<file path="config.mk">
export PLATFORM = sky130hd
export DESIGN_NAME = button_debounce_long_press
export DESIGN_NICKNAME = d
export VERILOG_FILES = /design/src/hdl/bdlp_pkg.sv /design/src/hdl/bdlp_lane.sv /design/src/hdl/bdlp_out_reg.sv /design/src/hdl/button_debounce_long_press.sv
export SDC_FILE = /design/constraint.sdc
export NUM_CORES = 1
export LEC_CHECK = 0
export ABC_AREA = 1
export BUFFER_PORTS_ARGS = -buffer_cell sky130_fd_sc_hd__buf_4
export CAP_MARGIN = 20
export CORE_MARGIN = 2
export CORE_UTILIZATION = 25
export CTS_BUF_LIST = sky130_fd_sc_hd__clkbuf_16
export CTS_CLUSTER_DIAMETER = 50
export DETAILED_ROUTE_END_ITERATION = 6
export PLACE_DENSITY_LB_ADDON = 0.05
export SLEW_MARGIN = 20
export SYNTH_ARGS = -nofsm -noshare
export SYNTH_HDL_FRONTEND = slang
export SYNTH_SLANG_ARGS = --single-unit
</file>
<file path="constraint.sdc">
create_clock -name i_clk -period 4 [get_ports i_clk]
set_clock_uncertainty 0.1 [all_clocks]
set_input_delay 0 -clock i_clk [delete_from_list [all_inputs] [get_ports i_clk]]
set_output_delay 0 -clock i_clk [all_outputs]
set_load 0.05 [all_outputs]
</file>
<file path="src/hdl/bdlp_pkg.sv">
// Shared types, widths, codes and reset values for the two-button debouncer.
package bdlp_pkg;

    localparam int NOW_WIDTH      = 32;
    localparam int CFG_WIDTH      = 16;
    localparam int CFG_IDX_WIDTH  = 1;
    localparam int EVT_WIDTH      = 2;
    localparam int NUM_LANES      = 2;
    localparam int TIME_WIDTH_DEF = 32;

    // register indexes on the config port
    localparam logic [CFG_IDX_WIDTH-1:0] CFG_IDX_DEBOUNCE   = 1'b0;
    localparam logic [CFG_IDX_WIDTH-1:0] CFG_IDX_LONG_PRESS = 1'b1;

    localparam logic [CFG_WIDTH-1:0] DEBOUNCE_RESET   = 16'd50;
    localparam logic [CFG_WIDTH-1:0] LONG_PRESS_RESET = 16'd1000;

    // button event codes
    localparam logic [EVT_WIDTH-1:0] EV_NONE  = 2'd0;
    localparam logic [EVT_WIDTH-1:0] EV_SHORT = 2'd1;
    localparam logic [EVT_WIDTH-1:0] EV_LONG  = 2'd2;

    typedef logic [EVT_WIDTH-1:0] t_evt;

    typedef struct packed {
        logic [CFG_WIDTH-1:0] debounce_ms;
        logic [CFG_WIDTH-1:0] long_press_ms;
    } t_cfg;

endpackage

</file>
<file path="src/hdl/bdlp_lane.sv">
// Per-button lane: debounce, press timing, pending event slot and consume.
module bdlp_lane #(
    parameter int TIME_WIDTH = bdlp_pkg::TIME_WIDTH_DEF
) (
    input  logic                  i_clk,
    input  logic                  i_rst_n,
    input  logic                  i_fire,
    input  logic [TIME_WIDTH-1:0] i_now,
    input  logic                  i_raw_down,
    input  logic                  i_consume,
    input  bdlp_pkg::t_cfg        i_cfg,
    output bdlp_pkg::t_evt        o_evt
);
    import bdlp_pkg::*;

    logic                  r_stable_down,  n_stable_down;
    logic                  r_last_raw,     n_last_raw;
    logic [TIME_WIDTH-1:0] r_last_change,  n_last_change;
    logic [TIME_WIDTH-1:0] r_press_start,  n_press_start;
    logic                  r_long_fired,   n_long_fired;
    t_evt                  r_pending,      n_pending;

    t_evt                  w_pending_poll;
    logic [TIME_WIDTH-1:0] w_el_db;
    logic [TIME_WIDTH-1:0] w_el_press;
    logic                  w_settled;
    logic                  w_long;

    always_comb begin
        n_last_raw    = i_raw_down;
        n_last_change = (i_raw_down != r_last_raw) ? i_now : r_last_change;
        // wrapped differences
        w_el_db       = i_now - n_last_change;
        w_el_press    = i_now - r_press_start;
        w_settled     = w_el_db >= TIME_WIDTH'(i_cfg.debounce_ms);
        w_long        = w_el_press >= TIME_WIDTH'(i_cfg.long_press_ms);

        n_stable_down  = r_stable_down;
        n_press_start  = r_press_start;
        n_long_fired   = r_long_fired;
        w_pending_poll = r_pending;

        if (w_settled) begin
            if (i_raw_down && !r_stable_down) begin
                n_stable_down = 1'b1;
                n_press_start = i_now;
                n_long_fired  = 1'b0;
            end else if (!i_raw_down && r_stable_down) begin
                n_stable_down = 1'b0;
                if (!r_long_fired) begin
                    w_pending_poll = w_long ? EV_LONG : EV_SHORT;
                end
            end else if (i_raw_down && r_stable_down && !r_long_fired && w_long) begin
                n_long_fired   = 1'b1;
                w_pending_poll = EV_LONG;
            end
        end

        // consume reads the slot after this poll
        o_evt     = i_consume ? w_pending_poll : EV_NONE;
        n_pending = i_consume ? EV_NONE : w_pending_poll;
    end

    always_ff @(posedge i_clk) begin
        if (!i_rst_n) begin
            r_stable_down <= 1'b0;
            r_last_raw    <= 1'b0;
            r_last_change <= '0;
            r_press_start <= '0;
            r_long_fired  <= 1'b0;
            r_pending     <= EV_NONE;
        end else if (i_fire) begin
            r_stable_down <= n_stable_down;
            r_last_raw    <= n_last_raw;
            r_last_change <= n_last_change;
            r_press_start <= n_press_start;
            r_long_fired  <= n_long_fired;
            r_pending     <= n_pending;
        end
    end

    a_consume_clears: assert property (@(posedge i_clk) disable iff (!i_rst_n)
        i_fire && i_consume |=> r_pending == EV_NONE)
        else $error("pending slot not cleared after consume");

    a_state_holds_idle: assert property (@(posedge i_clk) disable iff (!i_rst_n)
        !i_fire |=> $stable(r_stable_down) && $stable(r_pending) && $stable(r_long_fired))
        else $error("lane state moved without a poll");

    a_slot_code: assert property (@(posedge i_clk) disable iff (!i_rst_n)
        r_pending == EV_NONE || r_pending == EV_SHORT || r_pending == EV_LONG)
        else $error("pending slot holds an unused code");

endmodule

</file>
<file path="src/hdl/bdlp_out_reg.sv">
// Merge stage: gathers both lane events into the registered result item.
module bdlp_out_reg (
    input  logic           i_clk,
    input  logic           i_rst_n,
    input  logic           i_load,
    input  bdlp_pkg::t_evt i_tare_evt,
    input  bdlp_pkg::t_evt i_run_evt,
    input  logic           i_out_ready,
    output logic           o_load_ok,
    output logic           o_out_valid,
    output bdlp_pkg::t_evt o_tare_event,
    output bdlp_pkg::t_evt o_run_event
);
    import bdlp_pkg::*;

    logic r_valid;
    t_evt r_tare;
    t_evt r_run;

    // a new item may enter when the slot is empty or drains this cycle
    assign o_load_ok    = !r_valid || i_out_ready;
    assign o_out_valid  = r_valid;
    assign o_tare_event = r_tare;
    assign o_run_event  = r_run;

    always_ff @(posedge i_clk) begin
        if (!i_rst_n) begin
            r_valid <= 1'b0;
        end else if (i_load) begin
            r_valid <= 1'b1;
        end else if (i_out_ready) begin
            r_valid <= 1'b0;
        end
    end

    always_ff @(posedge i_clk) begin
        if (i_load) begin
            r_tare <= i_tare_evt;
            r_run  <= i_run_evt;
        end
    end

    a_load_shows: assert property (@(posedge i_clk) disable iff (!i_rst_n)
        i_load |=> r_valid && r_tare == $past(i_tare_evt) && r_run == $past(i_run_evt))
        else $error("loaded item not presented");

    a_load_only_when_free: assert property (@(posedge i_clk) disable iff (!i_rst_n)
        i_load |-> o_load_ok)
        else $error("result overwritten while stalled");

    a_no_phantom: assert property (@(posedge i_clk) disable iff (!i_rst_n)
        !r_valid && !i_load |=> !r_valid)
        else $error("result appeared without a poll");

endmodule

</file>
<file path="src/hdl/button_debounce_long_press.sv">
// Top level of the two-button debouncer with short and long press events.
//
// Usage:
//   Input channel (i_in_valid / o_in_ready): one poll item per handshake, carrying
//   a millisecond timestamp, the raw active-low tare and run pin levels and one
//   consume flag per button.
//   Output channel (o_out_valid / i_out_ready): exactly one result item per poll,
//   the consumed tare and run events (0 none, 1 short, 2 long).
//   Config port: i_cfg_we writes i_cfg_data into register i_cfg_idx
//   (0 debounce_ms, 1 long_press_ms) at the clock edge; write only while idle.
// Timing and throughput:
//   The result of a poll is visible in the cycle after the item is taken. Both
//   lanes update their state in the accepting cycle, so one poll per cycle is
//   sustained while i_out_ready is high; the single output register sets that figure.
// Reset (synchronous, i_rst_n low): all button state and pending slots clear,
//   debounce_ms returns to 50 and long_press_ms to 1000; no result is held.
// Stall: while i_out_ready is low the result holds and o_in_ready stays high
//   only if the output register is empty or drains in the same cycle.
module button_debounce_long_press #(
    parameter int TIME_WIDTH = bdlp_pkg::TIME_WIDTH_DEF
) (
    input  logic                                 i_clk,
    input  logic                                 i_rst_n,
    // config write port
    input  logic                                 i_cfg_we,
    input  logic [bdlp_pkg::CFG_IDX_WIDTH-1:0]   i_cfg_idx,
    input  logic [bdlp_pkg::CFG_WIDTH-1:0]       i_cfg_data,
    // poll items in
    input  logic                                 i_in_valid,
    output logic                                 o_in_ready,
    input  logic [bdlp_pkg::NOW_WIDTH-1:0]       i_now_ms,
    input  logic                                 i_tare_pin_level,
    input  logic                                 i_run_pin_level,
    input  logic                                 i_consume_tare,
    input  logic                                 i_consume_run,
    // result items out
    output logic                                 o_out_valid,
    input  logic                                 i_out_ready,
    output logic [bdlp_pkg::EVT_WIDTH-1:0]       o_tare_event,
    output logic [bdlp_pkg::EVT_WIDTH-1:0]       o_run_event
);
    import bdlp_pkg::*;

    t_cfg                  r_cfg;
    logic                  w_fire;
    logic [TIME_WIDTH-1:0] w_now;
    logic [NUM_LANES-1:0]  w_raw_down;
    logic [NUM_LANES-1:0]  w_consume;
    t_evt                  w_evt [NUM_LANES];

    // --- config registers ---
    always_ff @(posedge i_clk) begin
        if (!i_rst_n) begin
            r_cfg.debounce_ms   <= DEBOUNCE_RESET;
            r_cfg.long_press_ms <= LONG_PRESS_RESET;
        end else if (i_cfg_we) begin
            case (i_cfg_idx)
                CFG_IDX_DEBOUNCE:   r_cfg.debounce_ms   <= i_cfg_data;
                CFG_IDX_LONG_PRESS: r_cfg.long_press_ms <= i_cfg_data;
                default: ;
            endcase
        end
    end

    // --- poll handshake ---
    assign w_fire = i_in_valid && o_in_ready;

    // time kept modulo 2^TIME_WIDTH: truncate or zero-extend the stamp
    assign w_now = TIME_WIDTH'(i_now_ms);

    // lane 0 is tare, lane 1 is run; pins are active low
    assign w_raw_down = {~i_run_pin_level, ~i_tare_pin_level};
    assign w_consume  = {i_consume_run, i_consume_tare};

    // --- one lane per button, independent of each other ---
    for (genvar g = 0; g < NUM_LANES; g++) begin : g_lane
        bdlp_lane #(
            .TIME_WIDTH (TIME_WIDTH)
        ) u_lane (
            .i_clk      (i_clk),
            .i_rst_n    (i_rst_n),
            .i_fire     (w_fire),
            .i_now      (w_now),
            .i_raw_down (w_raw_down[g]),
            .i_consume  (w_consume[g]),
            .i_cfg      (r_cfg),
            .o_evt      (w_evt[g])
        );
    end

    // --- merge both lanes into the result register ---
    bdlp_out_reg u_out (
        .i_clk        (i_clk),
        .i_rst_n      (i_rst_n),
        .i_load       (w_fire),
        .i_tare_evt   (w_evt[0]),
        .i_run_evt    (w_evt[1]),
        .i_out_ready  (i_out_ready),
        .o_load_ok    (o_in_ready),
        .o_out_valid  (o_out_valid),
        .o_tare_event (o_tare_event),
        .o_run_event  (o_run_event)
    );

    a_no_consume_none: assert property (@(posedge i_clk) disable iff (!i_rst_n)
        w_fire && !i_consume_tare && !i_consume_run |=>
            o_tare_event == EV_NONE && o_run_event == EV_NONE)
        else $error("event reported without consume");

    a_cfg_debounce: assert property (@(posedge i_clk) disable iff (!i_rst_n)
        i_cfg_we && i_cfg_idx == CFG_IDX_DEBOUNCE |=> r_cfg.debounce_ms == $past(i_cfg_data))
        else $error("debounce register write lost");

    a_cfg_long: assert property (@(posedge i_clk) disable iff (!i_rst_n)
        i_cfg_we && i_cfg_idx == CFG_IDX_LONG_PRESS |=>
            r_cfg.long_press_ms == $past(i_cfg_data))
        else $error("long press register write lost");

endmodule
</file>
==> results of run 1 <==
-- layout make-up --
cell class,instances,share of cell area
multi-input cells,2332,0.522
repair buffers,520,0.178
flip-flops and latches,175,0.139
inverters,627,0.0927
well taps,959,0.0469
clock buffers,17,0.0166
clock inverters,15,0.00577
diodes,1,0.0000978
-- power by group --
group	total, mW	internal [mW]	switching, mW
registers	1.96	1.89	0.0703
logic	4.97	2.14	2.83
clock network	1.74	0.825	0.918
total	8.67	4.85	3.82
-- synth_stat cells, types with 2 or more instances --
| cell | count | area share |
|---|---|---|
| o21ai_0 | 153 | 0.042 |
| xnor2_1 | 4 | 0.0019 |
| nand3_1 | 128 | 0.035 |
| a211oi_1 | 5 | 0.0020 |
| o21ai_1 | 21 | 0.0057 |
| buf_6 | 6 | 0.0037 |
| a21o_1 | 4 | 0.0016 |
| a21boi_0 | 3 | 0.0012 |
| a31oi_1 | 2 | 0.00068 |
| inv_2 | 3 | 0.00061 |
| nor3_1 | 42 | 0.011 |
| edfxtp_1 | 4 | 0.0066 |
| o211ai_1 | 72 | 0.029 |
| nor2_1 | 242 | 0.050 |
| and2_1 | 5 | 0.0017 |
| nand3b_1 | 20 | 0.0082 |
| dfxtp_1 | 171 | 0.19 |
| ha_1 | 194 | 0.13 |
| o21bai_1 | 15 | 0.0061 |
| or2_2 | 4 | 0.0014 |
| a21oi_1 | 201 | 0.055 |
| inv_1 | 624 | 0.13 |
| o21a_1 | 6 | 0.0025 |
| clkbuf_1 | 44 | 0.0090 |
| fa_1 | 4 | 0.0044 |
| nor4_1 | 4 | 0.0014 |
| buf_1 | 6 | 0.0012 |
| xor2_1 | 58 | 0.028 |
| nand4_1 | 28 | 0.0096 |
| buf_2 | 9 | 0.0025 |
| nand3_2 | 4 | 0.0022 |
| nor2_2 | 6 | 0.0020 |
| nand2_1 | 1103 | 0.23 |
-- metal layers --
metal  vias up  global-route usage  wire length (um)
met2       300               0.386             39700
met1      9789               0.260             35900
li1      11000                   -                 -
met5         -                   0                 0
met4         0              0.0659              2500
met3       107              0.0194              1690
-- sequential cells by signal (all words and copies together), names as in the netlist --
register / flops
g_lane.u_lane.r_last_raw: 2
g_lane.u_lane.r_pending: 4
u_out.o_run_event: 2
g_lane.u_lane.r_long_fired: 2
g_lane.u_lane.r_last_change: 64
u_out.o_tare_event: 2
u_out.o_out_valid: 1
g_lane.u_lane.r_press_start: 64
r_cfg: 32
g_lane.u_lane.r_stable_down: 2
-- timing repair --
item	4_1_cts	5_1_grt
buffers inserted	36	22
gates cloned	12	7
setup endpoints to repair	76	76
endpoints found under the hold margin	142	18
pin swaps	38	97
gates resized for setup	213	183
hold buffers	62	1
-- path summary, 6_finish.rpt --
kind | startpoint | to | slack, ps
worst max-delay path | g_lane[0].u_lane.r_last_raw | g_lane[0].u_lane.r_press_start[18] | -340
worst min-delay path | i_run_pin_level | g_lane[1].u_lane.r_last_raw | 30
worst max register to register | g_lane[0].u_lane.r_last_raw | g_lane[0].u_lane.r_press_start[18] | -340
worst min register to register | g_lane[0].u_lane.r_press_start[23] | g_lane[0].u_lane.r_press_start[23] | 360
-- cells by family after synthesis --
| group | Yosys count |
|---|---|
| AND/OR/NAND/NOR | 1588 |
| buffers and inverters | 692 |
| AO/OA/AOI/OAI | 483 |
| adder cells (fa/ha/maj) | 198 |
| flip-flops | 175 |
| XOR/XNOR | 62 |
-- cell usage in the layout (no fill, tap or decap), types with 16 or more instances in the layout --
cell,synthesis,routed
o211ai_1,72,72
dfxtp_1,171,169
ha_4,0,20
buf_4,0,410
a21oi_2,0,26
ha_1,194,171
inv_1,624,607
nand2_2,0,60
o21ai_1,21,40
clkbuf_16,0,23
dlygate4sd3_1,0,63
nand3_2,4,16
nor2_1,242,224
buf_6,6,21
nor3_1,42,40
nand3_1,128,107
xor2_1,58,51
inv_2,3,16
o21ai_0,153,93
o21ai_2,1,35
nand3b_1,20,20
a21oi_1,201,172
nand4_1,28,28
nand2_1,1103,1030
-- through the flow --
stage                     hold slack, ps  TNS, ps  cells  setup slack [ps]  power, mW
after floorplan                     30.4        0   3198              45.4       4.53
after global placement               143   -46710   4485              -675       6.27
after detailed placement             152   -48230   4485              -696       6.29
after CTS                           6.73   -21750   4626              -377       8.48
after global routing                24.2   -35320   4645              -596       9.39
final                               29.0   -18210   4646              -343       8.67
-- worst max-delay path, delay by kind of cell (launching register included) --
kind	cells	cell delay, ps
flip-flops	1	340
AO/OA/AOI/OAI	4	380
AND/OR/NAND/NOR	17	1770
buffers and inverters	8	870
adder cells (fa/ha/maj)	2	580
XOR/XNOR	1	220
==> metrics.yaml, run 1 <==
status: "finished with violations"
violations: "setup timing"
grtUsageTotal: 0.211
gp_congestion: 0.910
yosysUniqueCellTypes: 36
wl_per_cell_um: 17.2
slowest_stage: "dfxtp_2"
clockRootBuffer: "clkbuf_16"
min_period_ps: 4340
end_kind: "flop"
setup_slack_ps: -343
dpl.hpwl_um: 64300
crit_required_ps: 4330
synth_fa_ha_area_frac: 0.137
setup_viol: 76
core_um2: 72700
antenna_found_initial: 0
critPathArrivalTime_ps: 4670
synth.net_count: 3454
rr_worst_depth: 32
worstSetupPathType: "flop to flop"
fin_crit_sh: 1.09
routed_wirelength_um: 79800
grt_pass1_wl_um: 120000
yosysWarnings: 0
synth_seq_area_share: 0.193
whs_path_depth: 5
ant_nets: 0
async_flop_share: 0
nets: 3929
cts_tree: "yes"
gr-total-overflow: 0
synth-simple-area-share: 0.349
port_buffers: 63
rsz0062_at_grt: "true"
synth_top_family_by_area: "simple AND/OR/NAND/NOR gates"
fill_cells: 8042
grt_max_degree: 88
clkLatencyLatePin_ps: 500
syn_inst: 3198
htree_num_levels: 4
multi_input_area_um2: 13400
cts-buffers-inserted: 17
synth_edf_count: 4
synthMuxAreaShare: 0
min_path_type: "primary input to flop"
num_rows: 99
tightest_slew_ps: 659
routed-via-count: 21200
dieArea_um2: 75500
critical_path_peak_fanout: 6
max_freq_ghz: 0.230
initial_core_util: 0.252
drive_gt1_frac: 0.203
leakage_nw: 13.6
cts_sinks: 175
clk_path_buf_depth: 2
startpoint_type: "flop"
hold_viol: 0
avgSynthCellArea_um2: 5.73
critPathMaxStageDelay_ps: 340
grt_pass1_vias: 21200
synth_xor_area_frac: 0.0296
vias_per_cell: 4.56
synth_ff_type: "dfxtp_1"
syn2layout_area_growth_pct: 39.7
synth_seq_cells: 175
slew_headroom: 0.560
clk_pin_slew_ps: 80
drcViolationCount: 0
ir_drop_mv: 0.373
placed_cell_area_um2: 22300
worst_path_most_repeated_cell: "nand2_1"
drt_iter0_markers: 985
synth-compound-area-share: 0.147
die_height_um: 275
slew_viol_final: 0
drt_pass1_iterations: 5
layout.area.seq_um2: 3550
dieWidth_um: 275
postLayoutCoreUtil: 0.352
ios: 64
syn-cell-area_um2: 18300
design_area_um2: 25600
maxCapViolCount: 0
power_density_nw_per_um2: 339
No activity file was read; power rests on OpenSTA's default activity.
==> inputs of run 2 (changes only) <==
--- a/config.mk
+++ b/config.mk
@@ -8,7 +8,6 @@
 export ABC_AREA = 1
 export BUFFER_PORTS_ARGS = -buffer_cell sky130_fd_sc_hd__buf_4
 export CAP_MARGIN = 20
-export CORE_MARGIN = 2
 export CORE_UTILIZATION = 25
 export CTS_BUF_LIST = sky130_fd_sc_hd__clkbuf_16
 export CTS_CLUSTER_DIAMETER = 50
==> metrics.yaml, run 2 (synthesis results as in run 1) <==
power_density_nw_per_um2: 340
hold_viol: 0
rsz0062_at_grt: "true"
dp_slack_ps: -1100
dieWidth_um: 273
whs_ps: 25.6
drcViolationCount: 0
port_buffers: 63
max_freq_ghz: 0.216
whs_path_depth: 3
nets: 4017
maxCapViolCount: 0
crit_family: "simple AND/OR/NAND/NOR gates"
final_cell_mix: "nand2_1 (1010), inv_1 (604), buf_4 (488)"
status: "finished with violations"
totalPowerFinal_mw: 8.99
critPathMaxStageDelay_ps: 360
clockRootBuffer: "clkbuf_16"
dieArea_um2: 74400
slew_headroom: 0.392
ir_drop_mv: 0.322
gr-total-overflow: 0
min_path_type: "primary input to flop"
cts-buffers-inserted: 17
routed_wirelength_um: 81800
grt_pass1_vias: 21700
slew_viol_final: 0
routed-via-count: 21600
dpl.hpwl_um: 64700
largest_registers: "g_lane.u_lane.r_last_change x64, g_lane.u_lane.r_press_start x64, r_cfg x32"
initial_core_util: 0.255
ios: 64
drt_pass1_iterations: 5
htree_num_levels: 4
diodes: 0
cts_sinks: 175
startpoint_type: "flop"
syn2layout_area_growth_pct: 44.1
setup_viol: 76
worstSetupPathType: "flop to flop"
final_common_cell: "nand2_1"
leakage_nw: 14.0
num_rows: 98
clk_pin_slew_ps: 80
antenna_found_initial: 0
drt_iter0_markers: 947
violations: "setup timing"
setup_tns_ps: -27820
min_period_ps: 4620
grt_pass1_wl_um: 125000
drive_gt1_frac: 0.233
crit_required_ps: 4340
core_um2: 72000
gp_congestion: 0.892
clkLatencyLatePin_ps: 510
die_height_um: 273
slowest_stage: "dfxtp_2"
critical_path_peak_fanout: 5
grtUsageTotal: 0.222
end_kind: "flop"
cts_tree: "yes"
crit_buf_inv: 10
dp.cells: 4504
clk_path_buf_depth: 2
rr_worst_depth: 31
ant_nets: 0
vias_per_cell: 4.56
wl_per_cell_um: 17.3
tightest_slew_ps: 910
setup_slack_ps: -620
fin_cells: 4724
critPathArrivalTime_ps: 4960
fin_crit_sh: 1.15
grt_max_degree: 75
path_depth: 31
[run 2: cell count changes in the layout (fill, tap and decap cells not counted), sizes merged]
| cell | before | now |
|---|---|---|
| buf | 451 | 538 |
| nand2 | 1104 | 1103 |
| diode | 1 | 0 |
| nor2 | 248 | 254 |
| clkbuf | 23 | 20 |
| clkinvlp | 4 | 2 |
| inv | 633 | 634 |
[run 2: stage by stage]
stage	instance area, um2	util
floorplan	18300	-
global placement	22500	0.312
detailed placement	22500	0.312
CTS	25600	0.356
global route	26400	0.367
finish	26400	0.367
[run 2: final timing paths]
check	from	to	slack [ps]
worst max-delay path	g_lane[0].u_lane.r_last_raw	g_lane[0].u_lane.r_press_start[14]	-620
worst min-delay path	i_rst_n	g_lane[1].u_lane.r_press_start[23]	30
worst max register to register	g_lane[0].u_lane.r_last_raw	g_lane[0].u_lane.r_press_start[14]	-620
worst min register to register	g_lane[0].u_lane.r_press_start[19]	g_lane[0].u_lane.r_press_start[19]	360
[run 2: repair_timing]
item / in CTS / in global routing
setup endpoints to repair: 76 / 77
hold buffers: 63 / 0
endpoints found under the hold margin: 141 / 0
pin swaps: 118 / 132
buffers inserted: 89 / 29
gates resized for setup: 273 / 186
cloned: 16 / 2
[run 2: tightest hold or removal path, delay by kind of cell]
| family | cells | cell delay [ps] |
|---|---|---|
| buf+inv | 1 | 350 |
| compound gates | 2 | 210 |
[run 2: per-layer routing]
metal  vias up  part of all wire  track usage
li1      11200                 -            -
met1     10100              0.47        0.285
met2       268              0.49        0.394
met3        72             0.021       0.0195
met4         0             0.020       0.0566
met5         -                 0            0
[run 2: power breakdown]
part	switching, mW	internal (mW)	total, mW
combinational	2.92	2.29	5.20
sequential	0.0717	1.89	1.96
clock	0.952	0.874	1.83
[run 2: layout make-up]
cell class	count	area, um2
Clock buffer	18	450
Clock inverter	14	158
Fill cell	7890	45600
Inverter	627	2370
Multi-Input combinational cell	2337	13500
Sequential cell	175	3550
Tap cell	950	1190
Timing Repair Buffer	603	5160
